File: src/rtl/top_scores_sorted_insert_core_assert.svh
// ----------------------------------------------------------------------------
// Assertion macros for the top-scores core
// Shared wrappers that fix the clock and reset used by the assertions.
// ----------------------------------------------------------------------------
`ifndef TOP_SCORES_SORTED_INSERT_CORE_ASSERT_SVH
`define TOP_SCORES_SORTED_INSERT_CORE_ASSERT_SVH

// Checked on every rising edge, skipped while reset is applied.
`define TSSI_ASSERT(lbl, prop, msg) \
  lbl: assert property (@(posedge clk_i) disable iff (!rst_ni) prop) else $error(msg);

// Checked on every rising edge, reset included.
`define TSSI_ASSERT_ALWAYS(lbl, prop, msg) \
  lbl: assert property (@(posedge clk_i) prop) else $error(msg);

`endif

File: src/rtl/tssi_pkg.sv
// ----------------------------------------------------------------------------
// tssi_pkg
// Sizes, request and status codes and the store command for the core.
// ----------------------------------------------------------------------------
package tssi_pkg;

  // Capacity of the score store and the widths that follow from it.
  localparam int MaxEntries = 10;
  localparam int CntW       = $clog2(MaxEntries + 1);
  localparam int IdxW       = (MaxEntries > 1) ? $clog2(MaxEntries) : 1;

  // Fixed field widths.
  localparam int ScoreW    = 32;
  localparam int CntOutW   = 4;

  // Request codes.
  localparam logic ReqInsert = 1'b0;
  localparam logic ReqDrain  = 1'b1;

  // Result status codes.
  typedef enum logic [1:0] {
    StInserted  = 2'd0,
    StDuplicate = 2'd1,
    StTooLow    = 2'd2,
    StDrained   = 2'd3
  } status_e;

  // Write command to the store: place the new score at slot and shift
  // the neighbors, either down over the dropped minimum or up to grow.
  typedef struct packed {
    logic            wr_en;
    logic            drop_low;
    logic [IdxW-1:0] slot;
  } store_cmd_t;

endpackage

File: src/rtl/tssi_store.sv
// ----------------------------------------------------------------------------
// tssi_store
// Sorted score registers with one indexed read port and a registered
// shift-and-place write.
// ----------------------------------------------------------------------------
module tssi_store (
  input  logic                                clk_i,
  input  tssi_pkg::store_cmd_t                cmd_i,
  input  logic signed [tssi_pkg::ScoreW-1:0]  score_i,
  input  logic        [tssi_pkg::IdxW-1:0]    rd_idx_i,
  output logic signed [tssi_pkg::ScoreW-1:0]  rd_data_o
);

  logic signed [tssi_pkg::ScoreW-1:0] ent_q [tssi_pkg::MaxEntries];
  logic signed [tssi_pkg::ScoreW-1:0] ent_d [tssi_pkg::MaxEntries];

  // Next value of each entry: hold, take the new score, or take a neighbor.
  for (genvar g = 0; g < tssi_pkg::MaxEntries; g++) begin : g_ent
    always_comb begin
      ent_d[g] = ent_q[g];
      if (cmd_i.wr_en) begin
        if (cmd_i.slot == tssi_pkg::IdxW'(g)) begin
          ent_d[g] = score_i;
        end else if (cmd_i.drop_low) begin
          if (g < tssi_pkg::MaxEntries - 1) begin
            if (tssi_pkg::IdxW'(g) < cmd_i.slot) begin
              ent_d[g] = ent_q[(g < tssi_pkg::MaxEntries - 1) ? g + 1 : g];
            end
          end
        end else begin
          if (g > 0) begin
            if (tssi_pkg::IdxW'(g) > cmd_i.slot) begin
              ent_d[g] = ent_q[(g > 0) ? g - 1 : g];
            end
          end
        end
      end
    end

    always_ff @(posedge clk_i) begin
      ent_q[g] <= ent_d[g];
    end
  end

  // Read port; an index past the store reads as zero.
  always_comb begin
    rd_data_o = '0;
    if (32'(rd_idx_i) < tssi_pkg::MaxEntries) begin
      rd_data_o = ent_q[rd_idx_i];
    end
  end

endmodule

File: src/rtl/top_scores_sorted_insert_core.sv
// ----------------------------------------------------------------------------
// top_scores_sorted_insert_core
// Keeps the ten highest distinct scores in ascending order; inserts and
// drains them on request.
// ----------------------------------------------------------------------------
// Usage:
//   A request beat is taken when start_i is high and busy_o is low. An
//   insert (req_type_i = 0) walks the kept entries from the smallest up
//   through one shared signed comparator, one entry per cycle, then places
//   the score. Its single result strobes res_valid_o, registered after the
//   search or the placement, with is_last_o set and score_out_o zero.
//   A drain (req_type_i = 1) emits one result beat per kept score on
//   consecutive cycles, smallest first; the first beat is registered out
//   of the drain state. The last one carries is_last_o and count_after_o
//   = 0, and the store is then empty. A drain of an empty store gives no
//   beat at all. busy_o stays high while a request is at work.
//   Each result stands for one cycle only; the receiver cannot stall it.
//   Reset empties the store at once; no clearing pass is needed.
// ----------------------------------------------------------------------------
`include "top_scores_sorted_insert_core_assert.svh"

module top_scores_sorted_insert_core (
  input  logic                                 clk_i,
  input  logic                                 rst_ni,
  input  logic                                 start_i,
  output logic                                 busy_o,
  input  logic                                 req_type_i,
  input  logic signed [tssi_pkg::ScoreW-1:0]   score_i,
  output logic                                 res_valid_o,
  output logic signed [tssi_pkg::ScoreW-1:0]   score_out_o,
  output logic                                 is_last_o,
  output logic        [1:0]                    status_o,
  output logic        [tssi_pkg::CntOutW-1:0]  count_after_o
);

  localparam logic [1:0] SIdle   = 2'd0;
  localparam logic [1:0] SSearch = 2'd1;
  localparam logic [1:0] SApply  = 2'd2;
  localparam logic [1:0] SDrain  = 2'd3;

  logic [1:0]                          state_q, state_d;
  logic [tssi_pkg::CntW-1:0]           cnt_q, cnt_d;
  logic [tssi_pkg::CntW-1:0]           idx_q, idx_d;
  logic [tssi_pkg::CntW-1:0]           pos_q, pos_d;
  logic signed [tssi_pkg::ScoreW-1:0]  sc_q, sc_d;

  logic                                res_valid_q, res_valid_d;
  logic signed [tssi_pkg::ScoreW-1:0]  res_score_q, res_score_d;
  logic                                res_last_q, res_last_d;
  tssi_pkg::status_e                   res_status_q, res_status_d;
  logic [tssi_pkg::CntW-1:0]           res_cnt_q, res_cnt_d;

  tssi_pkg::store_cmd_t                cmd;
  logic signed [tssi_pkg::ScoreW-1:0]  rd_data;
  logic                                cmp_eq, cmp_gt;
  logic                                is_full;
  logic                                take;

  // Score store.
  tssi_store u_store (
    .clk_i     (clk_i),
    .cmd_i     (cmd),
    .score_i   (sc_q),
    .rd_idx_i  (idx_q[tssi_pkg::IdxW-1:0]),
    .rd_data_o (rd_data)
  );

  // Shared comparator: the entry under the walk against the new score.
  assign cmp_eq  = (rd_data == sc_q);
  assign cmp_gt  = (rd_data > sc_q);
  assign is_full = (cnt_q == tssi_pkg::CntW'(tssi_pkg::MaxEntries));
  assign take    = start_i && !busy_o;

  // Sequencer.
  always_comb begin
    state_d      = state_q;
    cnt_d        = cnt_q;
    idx_d        = idx_q;
    pos_d        = pos_q;
    sc_d         = sc_q;
    res_valid_d  = 1'b0;
    res_score_d  = res_score_q;
    res_last_d   = res_last_q;
    res_status_d = res_status_q;
    res_cnt_d    = res_cnt_q;
    cmd          = '0;
    case (state_q)
      SIdle: begin
        if (take) begin
          sc_d  = score_i;
          idx_d = '0;
          if (req_type_i == tssi_pkg::ReqInsert) begin
            state_d = SSearch;
          end else if (cnt_q != '0) begin
            state_d = SDrain;
          end
        end
      end
      SSearch: begin
        if (idx_q == cnt_q || cmp_gt) begin
          pos_d   = idx_q;
          state_d = SApply;
        end else if (cmp_eq) begin
          res_valid_d  = 1'b1;
          res_score_d  = '0;
          res_last_d   = 1'b1;
          res_status_d = tssi_pkg::StDuplicate;
          res_cnt_d    = cnt_q;
          state_d      = SIdle;
        end else begin
          idx_d = idx_q + tssi_pkg::CntW'(1);
        end
      end
      SApply: begin
        res_valid_d  = 1'b1;
        res_score_d  = '0;
        res_last_d   = 1'b1;
        res_status_d = tssi_pkg::StInserted;
        state_d      = SIdle;
        if (is_full) begin
          if (pos_q == '0) begin
            res_status_d = tssi_pkg::StTooLow;
          end else begin
            cmd.wr_en    = 1'b1;
            cmd.drop_low = 1'b1;
            cmd.slot     = tssi_pkg::IdxW'(pos_q - tssi_pkg::CntW'(1));
          end
          res_cnt_d = cnt_q;
        end else begin
          cmd.wr_en    = 1'b1;
          cmd.drop_low = 1'b0;
          cmd.slot     = tssi_pkg::IdxW'(pos_q);
          cnt_d        = cnt_q + tssi_pkg::CntW'(1);
          res_cnt_d    = cnt_q + tssi_pkg::CntW'(1);
        end
      end
      SDrain: begin
        res_valid_d  = 1'b1;
        res_score_d  = rd_data;
        res_status_d = tssi_pkg::StDrained;
        res_cnt_d    = cnt_q - idx_q - tssi_pkg::CntW'(1);
        res_last_d   = (idx_q == cnt_q - tssi_pkg::CntW'(1));
        if (idx_q == cnt_q - tssi_pkg::CntW'(1)) begin
          cnt_d   = '0;
          state_d = SIdle;
        end else begin
          idx_d = idx_q + tssi_pkg::CntW'(1);
        end
      end
      default: begin
        state_d = SIdle;
      end
    endcase
  end

  // Control registers.
  always_ff @(posedge clk_i or negedge rst_ni) begin
    if (!rst_ni) begin
      state_q     <= SIdle;
      cnt_q       <= '0;
      res_valid_q <= 1'b0;
    end else begin
      state_q     <= state_d;
      cnt_q       <= cnt_d;
      res_valid_q <= res_valid_d;
    end
  end

  // Working and result payload registers.
  always_ff @(posedge clk_i) begin
    idx_q        <= idx_d;
    pos_q        <= pos_d;
    sc_q         <= sc_d;
    res_score_q  <= res_score_d;
    res_last_q   <= res_last_d;
    res_status_q <= res_status_d;
    res_cnt_q    <= res_cnt_d;
  end

  // Ports.
  assign busy_o        = (state_q != SIdle);
  assign res_valid_o   = res_valid_q;
  assign score_out_o   = res_score_q;
  assign is_last_o     = res_last_q;
  assign status_o      = res_status_q;
  assign count_after_o = tssi_pkg::CntOutW'(res_cnt_q);

  // Assertions.
  `TSSI_ASSERT(a_cnt_bound, (cnt_q <= tssi_pkg::CntW'(tssi_pkg::MaxEntries)), "count exceeds capacity")
  `TSSI_ASSERT(a_last_idle, (res_valid_o && is_last_o) |-> !busy_o, "last beat while still busy")
  `TSSI_ASSERT(a_ins_shape, (res_valid_o && status_o != tssi_pkg::StDrained) |-> (is_last_o && score_out_o == '0), "insert result malformed")
  `TSSI_ASSERT(a_ins_busy, (take && req_type_i == tssi_pkg::ReqInsert) |=> busy_o, "insert not started")
  `TSSI_ASSERT(a_drain_run, (res_valid_o && status_o == tssi_pkg::StDrained && !is_last_o) |=> (res_valid_o && status_o == tssi_pkg::StDrained), "drain run broken")

endmodule
File: config.mk
export PLATFORM = sky130hd
export DESIGN_NAME = top_scores_sorted_insert_core
export DESIGN_NICKNAME = d
export VERILOG_FILES = /design/src/rtl/tssi_pkg.sv /design/src/rtl/tssi_store.sv /design/src/rtl/top_scores_sorted_insert_core.sv
export VERILOG_INCLUDE_DIRS = /design/src /design/src/rtl
export SDC_FILE = /design/constraint.sdc
export NUM_CORES = 1
export LEC_CHECK = 0
export ABC_AREA = 1
export BUFFER_PORTS_ARGS = -buffer_cell sky130_fd_sc_hd__buf_2
export CAP_MARGIN = 0
export CORE_MARGIN = 2
export CORE_UTILIZATION = 45
export CTS_BUF_LIST = sky130_fd_sc_hd__clkbuf_8 sky130_fd_sc_hd__clkbuf_16
export DETAILED_ROUTE_END_ITERATION = 8
export GPL_ROUTABILITY_DRIVEN = 0
export MAX_ROUTING_LAYER = met4
export PLACE_DENSITY = 0.7
export SYNTH_ARGS = -nofsm -noshare
export SYNTH_HDL_FRONTEND = slang
export SYNTH_HIERARCHICAL = 1
export SYNTH_SLANG_ARGS = --single-unit
File: constraint.sdc
create_clock -name clk_i -period 7.2 [get_ports clk_i]
set_clock_uncertainty 0.15 [all_clocks]
set_input_delay 0.36 -clock clk_i [delete_from_list [all_inputs] [get_ports clk_i]]
set_output_delay 0.36 -clock clk_i [all_outputs]
set_load 0.03 [all_outputs]
Word level (Yosys, flattened, before mapping)
Memory sizes are Yosys's and may differ from the RTL's. A register that Yosys moved wholly into a read port is not among the register bits.
Index checks and enable logic that the tools add are counted.
Storage, ports and cells
  register bits after elaboration: 86
  latch bits: 0
  RAM bits: 320
  bits in read-only memories: 0
  bits of input ports: 36
  output and inout bits: 41
  logic and storage cells: 164
  memories kept: 1
Memories
  u_store.ent_q: depth 10, bits a word 32, read ports 11, clocked after Yosys merged registers in 1, wr ports 10, line tssi_store.sv:14  | logic signed [tssi_pkg::ScoreW-1:0] ent_q [tssi_pkg::MaxEntries];
Cells by class
  add/sub/neg operators: 6
  $mul: 0
  div/mod/pow operators: 0
  $lt $le $gt $ge: 20
  equal/unequal tests: 24
  shift operators: 0
  muxes and demuxes: 85
  bitwise logic cells: 0
  reductions and logical operators: 18
Operator list (count)
  two-way mux 32 bit: 51
  case mux 32 bit (3 select lines): 1
  two-way mux 4 bit: 9
  == test 32 bit: 1
  greater-than comparator 32 bit: 1
  case mux 4 bit (3 select lines): 2
  two-way mux 2 bit: 10
  two-way mux 6 bit: 3
  == test 4 x 3 -> 1 bit, second input constant: 4
  greater-than comparator 3 x 4 -> 1 bit, first input constant: 4
  < comparator 3 x 4 -> 1 bit, first input constant: 4
  == test 4 bit, second input constant: 3
  != test 2 bit, second input constant: 6
  subtractor 4 x 1 -> 4 bit, second input constant: 3
  adder 4 x 1 -> 4 bit, second input constant: 2
  == test 4 x 2 -> 1 bit, second input constant: 2
  == test 4 bit: 2
  greater-than comparator 2 x 4 -> 1 bit, first input constant: 2
  greater-than comparator 4 bit, first input constant: 2
  zero test 4 bit: 2
  < comparator 1 x 4 -> 1 bit, first input constant: 2
  < comparator 2 x 4 -> 1 bit, first input constant: 2
  case mux 2 bit (4 select lines): 1
  case mux 4 bit (2 select lines): 1
  other kinds (24): 33

Logic depth before layout (Yosys ltp)
  depth after elaboration: 9
  gate-level depth with buffers: 29
  depth with buffers taken out: 27

By module
Netlist, hierarchy kept.
Modules (own cells, without submodules)
  tssi_store: instances 1, cells each 2355, area an instance 19210.9 µm², sequential area each 9609.2 µm²
  top_scores_sorted_insert_core: instances 1, cells each 419, area an instance 4365.4 µm², sequential area each 2547.4 µm²

Worst setup path after synthesis
Ideal clock, no wire load.
  path type: reg-to-reg
  start point: register idx_q[0] (netlist name)
  end point: register res_cnt_q, in the netlist count_after_o[0] (enable)
  library setup time: 0.484 ns
  arrival time: 5.126 ns
  required time: 6.566 ns
  setup slack: 1.440 ns
  stages on the path, launching flop included: 21
  path buffers: 3
  period minus slack after synthesis: 5.760 ns
  path through: edfxtp_1 > buf_4 > inv_2 > buf_2 > buf_4 > nand2_1 > nand3_1 > nand3_1 > nand2_1 > a21oi_1 > ha_1 > a21oi_1 > o21a_1 > nand2_1 > a21oi_1 > nand3_1 > nand3_2 > nand2_1 > nand2_2 > inv_2 > nor3_1
On the way
  longest elaborated chain between the ends: 6
  elaborated cells between the ends (all ways): 9
  classes of those cells: 2 x order compare; 4 x eq/ne; 1 x mux; 2 x reduce/logical
Ends and longest elaborated chain
  start: declaration: line top_scores_sorted_insert_core.sv:43  | logic [tssi_pkg::CntW-1:0] idx_q, idx_d;
  start signal: assignment: line top_scores_sorted_insert_core.sv:171  | idx_q <= idx_d;
  < comparator 4 bit (*): line tssi_store.sv:48  | if (32'(rd_idx_i) < tssi_pkg::MaxEntries) begin
  two-way mux 32 bit (*): line tssi_store.sv:48
  named net rd_data (one bit): line top_scores_sorted_insert_core.sv:54  | logic signed [tssi_pkg::ScoreW-1:0] rd_data;
  greater-than comparator 32 bit: line top_scores_sorted_insert_core.sv:70  | assign cmp_gt = (rd_data > sc_q);
  logical OR 1 bit: line top_scores_sorted_insert_core.sv:100  | if (idx_q == cnt_q || cmp_gt) begin
  != test 2 bit (no source line)
  AND reduction 3 bit (no source line) (*)
  end signal: assignment: line top_scores_sorted_insert_core.sv:177  | res_cnt_q <= res_cnt_d;
  end: declaration: line top_scores_sorted_insert_core.sv:51  | logic [tssi_pkg::CntW-1:0] res_cnt_q, res_cnt_d;
Mark *: on every way through the listed nets, which the timed path passes. The rest lies on a longest branch.
A chain may end at the register's enable or synchronous reset.

Worst setup path in the final report
  start point: register idx_q[2] (netlist name)
  end point: register res_score_q, in the netlist score_out_o[12] (enable)
On the way
  longest elaborated chain between the ends: 6
  elaborated cells between the ends (all ways): 9
  classes of those cells: 2 x order compare; 4 x eq/ne; 1 x mux; 2 x reduce/logical
Ends and longest elaborated chain
  < comparator 4 bit (*): line tssi_store.sv:48
  two-way mux 32 bit (*): line tssi_store.sv:48
  named net rd_data (one bit): line top_scores_sorted_insert_core.sv:54
  greater-than comparator 32 bit: line top_scores_sorted_insert_core.sv:70
  logical OR 1 bit: line top_scores_sorted_insert_core.sv:100
  != test 2 bit (no source line)
  AND reduction 3 bit (no source line) (*)
  end signal: assignment: line top_scores_sorted_insert_core.sv:174  | res_score_q <= res_score_d;
  end: declaration: line top_scores_sorted_insert_core.sv:48  | logic signed [tssi_pkg::ScoreW-1:0] res_score_q, res_score_d;
Marked as above.

==> reports/qor.yml <==
outcome: "completed"
cts_buffers: 45
gr-total-overflow: 0
synth-main-ff-cell: "edfxtp_1"
die_x_um: 232.9
grt_pass1_vias: 19356
worstMarginPinSlew_ns: 1.248
dp_worst_setup_slack_ns: 2.152
worst_slack_ns: 1.997
io_pins: 77
final_nets: 2853
crit_chain: "nor2_4 > nor2_4 > a21oi_1 > ha_1 > nand2_1 > o21ai_0 > a21oi_1 > nand2_1 > nand2_2 > nand3_1 > nand3_2 > nand2_1 > nand2_2 > inv_2 > nor3_2 > buf_4"
synth_edf_count: 399
grtUsageTotal_pct: 27.16
yosys_warnings: 6
die_area_mm2: 0.05424
cp.buffers_inverters: 2
crit_path_frequent_cell: "nand2_1"
crit_path_end_kind: "register"
p_int_w: 0.006606
worstHoldPathCells: 5
layout_min_cycle_time_ns: 5.203
drive_above_1_share_pct: 8.114
antenna_found_initial: 0
drcViolationCount: 0
cap_viol_max_count: 0
grt_pass1_wl_um: 110100
async_reset_ff_share_pct: 1.724
arrival_ns: 5.26
switchingPower_w: 0.005171
htree_levels: 2
synthDistinctLibCells: 41
swShare_pct: 43.91
clock_latency_ns: 0.59
grt_setup_unrepaired: "no"
viasPerCell: 5.829
postSynthAreaPerCell_um2: 8.499
wl_per_cell_um: 20.51
start_util_pct: 45.77
fin_tns_setup_ns: 0
cellLeakagePower_nw: 10.29
crit_fanout: 39
clk_pin_slew_ns: 0.06
cp.required_ns: 7.25
syn_area_mm2: 0.02358
cts_root_buffer: "clkbuf_16"
synth_cells: 2774
powerDensity_mw_per_mm2: 452.1
max_clock_freq_mhz: 192.2
final_common_cell: "nand2_1"
port_buffers: 76
finalSetupViolations: 0
period_share_pct: 72.27
rows: 83
hold_path.class: "input port to register"
maxSlewHeadroom_pct: 16.55
fillers: 4742
cp_top_family: "simple AND/OR/NAND/NOR gates"
drv_slew: 0
ys_ff_latch: 406
cts_tree: "done"
slowest_stage: "nor2_4"
via_count: 20343
clockBufferDepth: 3
core_mm2: 0.05151
cts.sink_count: 406
first_pass_iters: 6
antenna_left: 0
r2r_cells: 16
irDropWorstVdd_mv: 0.3158
critPathMaxStageDelay_ns: 0.97
crit_cells: 16
drt_iter0_markers: 2704
syn_nets: 2851
dp_hpwl_um: 40220
grt_max_degree: 233
antenna_cells: 0
p_seq_share_pct: 35.7
final_hold_viol_count: 0
routed_wl_um: 71590
layout_common_cells: "nand2_1, edfxtp_1, inv_1, o211ai_1, o21ai_0"
die-height_um: 232.9
worstSetupPathType: "register to register"
start_kind: "register"
p_comb_share_pct: 44.6
yosysSeqAreaShare_pct: 51.56
syn2layout_area_growth_pct: 10.50
p_clk_share_pct: 19.7
[synthesized netlist by cell type, types with 2 or more instances]
cell        n  share of area [%]
inv_2      11               0.18
nor2_4      2              0.096
nor2_2      8               0.21
a211oi_1    4               0.13
nor2_1    198                3.2
dfrtp_1     7               0.74
buf_1      14               0.22
nand3_1   142                3.0
clkinv_1    2              0.032
a21boi_0    2              0.064
o21ai_1    98                2.1
nor3_1      5               0.11
buf_6      18               0.86
a31oi_1    33               0.88
buf_4      25               0.80
nand2_2     4               0.11
inv_1     314                5.0
o21ai_0   201                4.3
ha_1       40                2.1
buf_2      68                1.4
clkbuf_1   66                1.1
edfxtp_1  399                 51
xnor2_1     3               0.11
nand2_1   775                 12
o21a_1      2              0.064
o211ai_1  258                8.2
xor2_1      3               0.11
nand4_1     3              0.080
a21oi_1    57                1.2
[cells by family (layout without fill, tap and decap cells)]
family	after synthesis	in the layout	share of synthesized area, %
flip-flops	406	406	51.56
AND/OR/NAND/NOR	1142	1142	19.31
adder cells (fa/ha/maj)	41	41	2.208
XOR/XNOR	6	6	0.2229
buffers and inverters	518	554	9.579
AO/OA/AOI/OAI	661	661	17.12
[sequential cells by signal, indices dropped and copies added (netlist names)]
| name | count |
|---|---|
| score_out_o | 32 |
| is_last_o | 1 |
| cnt_q | 4 |
| state_q | 2 |
| u_store/ent_q | 320 |
| count_after_o | 4 |
| status_o | 2 |
| idx_q | 4 |
| sc_q | 32 |
| res_valid_o | 1 |
| pos_q | 4 |
[power by group through the flow]
stage | Clock [W] | Sequential [W] | Combinational, W
3_5_place_dp | 0 | 0.00424 | 0.00513
3_3_place_gp | 0 | 0.00421 | 0.00506
4_1_cts | 0.00236 | 0.00420 | 0.00518
6_report | 0.00232 | 0.00420 | 0.00525
5_1_grt | 0.00244 | 0.00428 | 0.00577
2_1_floorplan | 0 | 0.00437 | 0.00334
[worst register-to-register path, delay by kind of cell (launching register included)]
kind,cells,cell delay (ns)
AOI/OAI and AO/OA,3,0.73
adders and majority gates,1,0.29
buffers and inverters,2,0.65
DFF,1,0.73
and+or+nand+nor,10,2.22
[metrics by stage]
stage,instance area (um2),utilization [%],hold WS [ns],total power [W],std cells
floorplan,23580,-,-0.08559,0.007713,2774
global placement,24250,47.09,0.05859,0.009268,3375
detailed placement,24250,47.09,0.05768,0.009370,3375
CTS,26050,50.58,0.005680,0.01174,3490
global route,26050,50.58,0.05379,0.01250,3490
finish,26050,50.58,0.02465,0.01178,3490
[final cells by class]
cell class,count,area (um2),area share [%]
clock buffer,47,1176,4.514
timing repair buffer,146,1028,3.948
multi-input combinational,1850,9330,35.81
inverter,327,1229,4.716
tap,680,850.8,3.266
clock inverter,34,281.5,1.081
sequential,406,12160,46.66
[per-layer routing]
| metal | wire length, um | track usage (%) | vias to the layer above |
|---|---|---|---|
| li1 | - | - | 9444 |
| met1 | 28170 | 35.54 | 9459 |
| met2 | 32870 | 42.17 | 1224 |
| met3 | 7438 | 3.480 | 216 |
| met4 | 3110 | 12.56 | 0 |
| met5 | 0 | - | - |
[path summary, 6_finish.rpt]
kind | start | to | slack (ns)
max in group asynchronous | rst_ni | cnt_q[2] | 6.06
hold reg to reg | u_store/ent_q[1][25] | u_store/ent_q[0][25] | 0.44
min in group asynchronous | rst_ni | state_q[0] | 0.60
setup reg to reg | idx_q[2] | score_out_o[12] | 2.00
hold / removal | req_type_i | state_q[1] | 0.02
setup / recovery | idx_q[2] | score_out_o[12] | 2.00
[what timing repair did]
item	in CTS	in global routing
hold endpoints to repair	39	0
hold buffers	34	0
resized for setup	0	0
buffers inserted	0	0
Power figures use the tool's default switching activity.
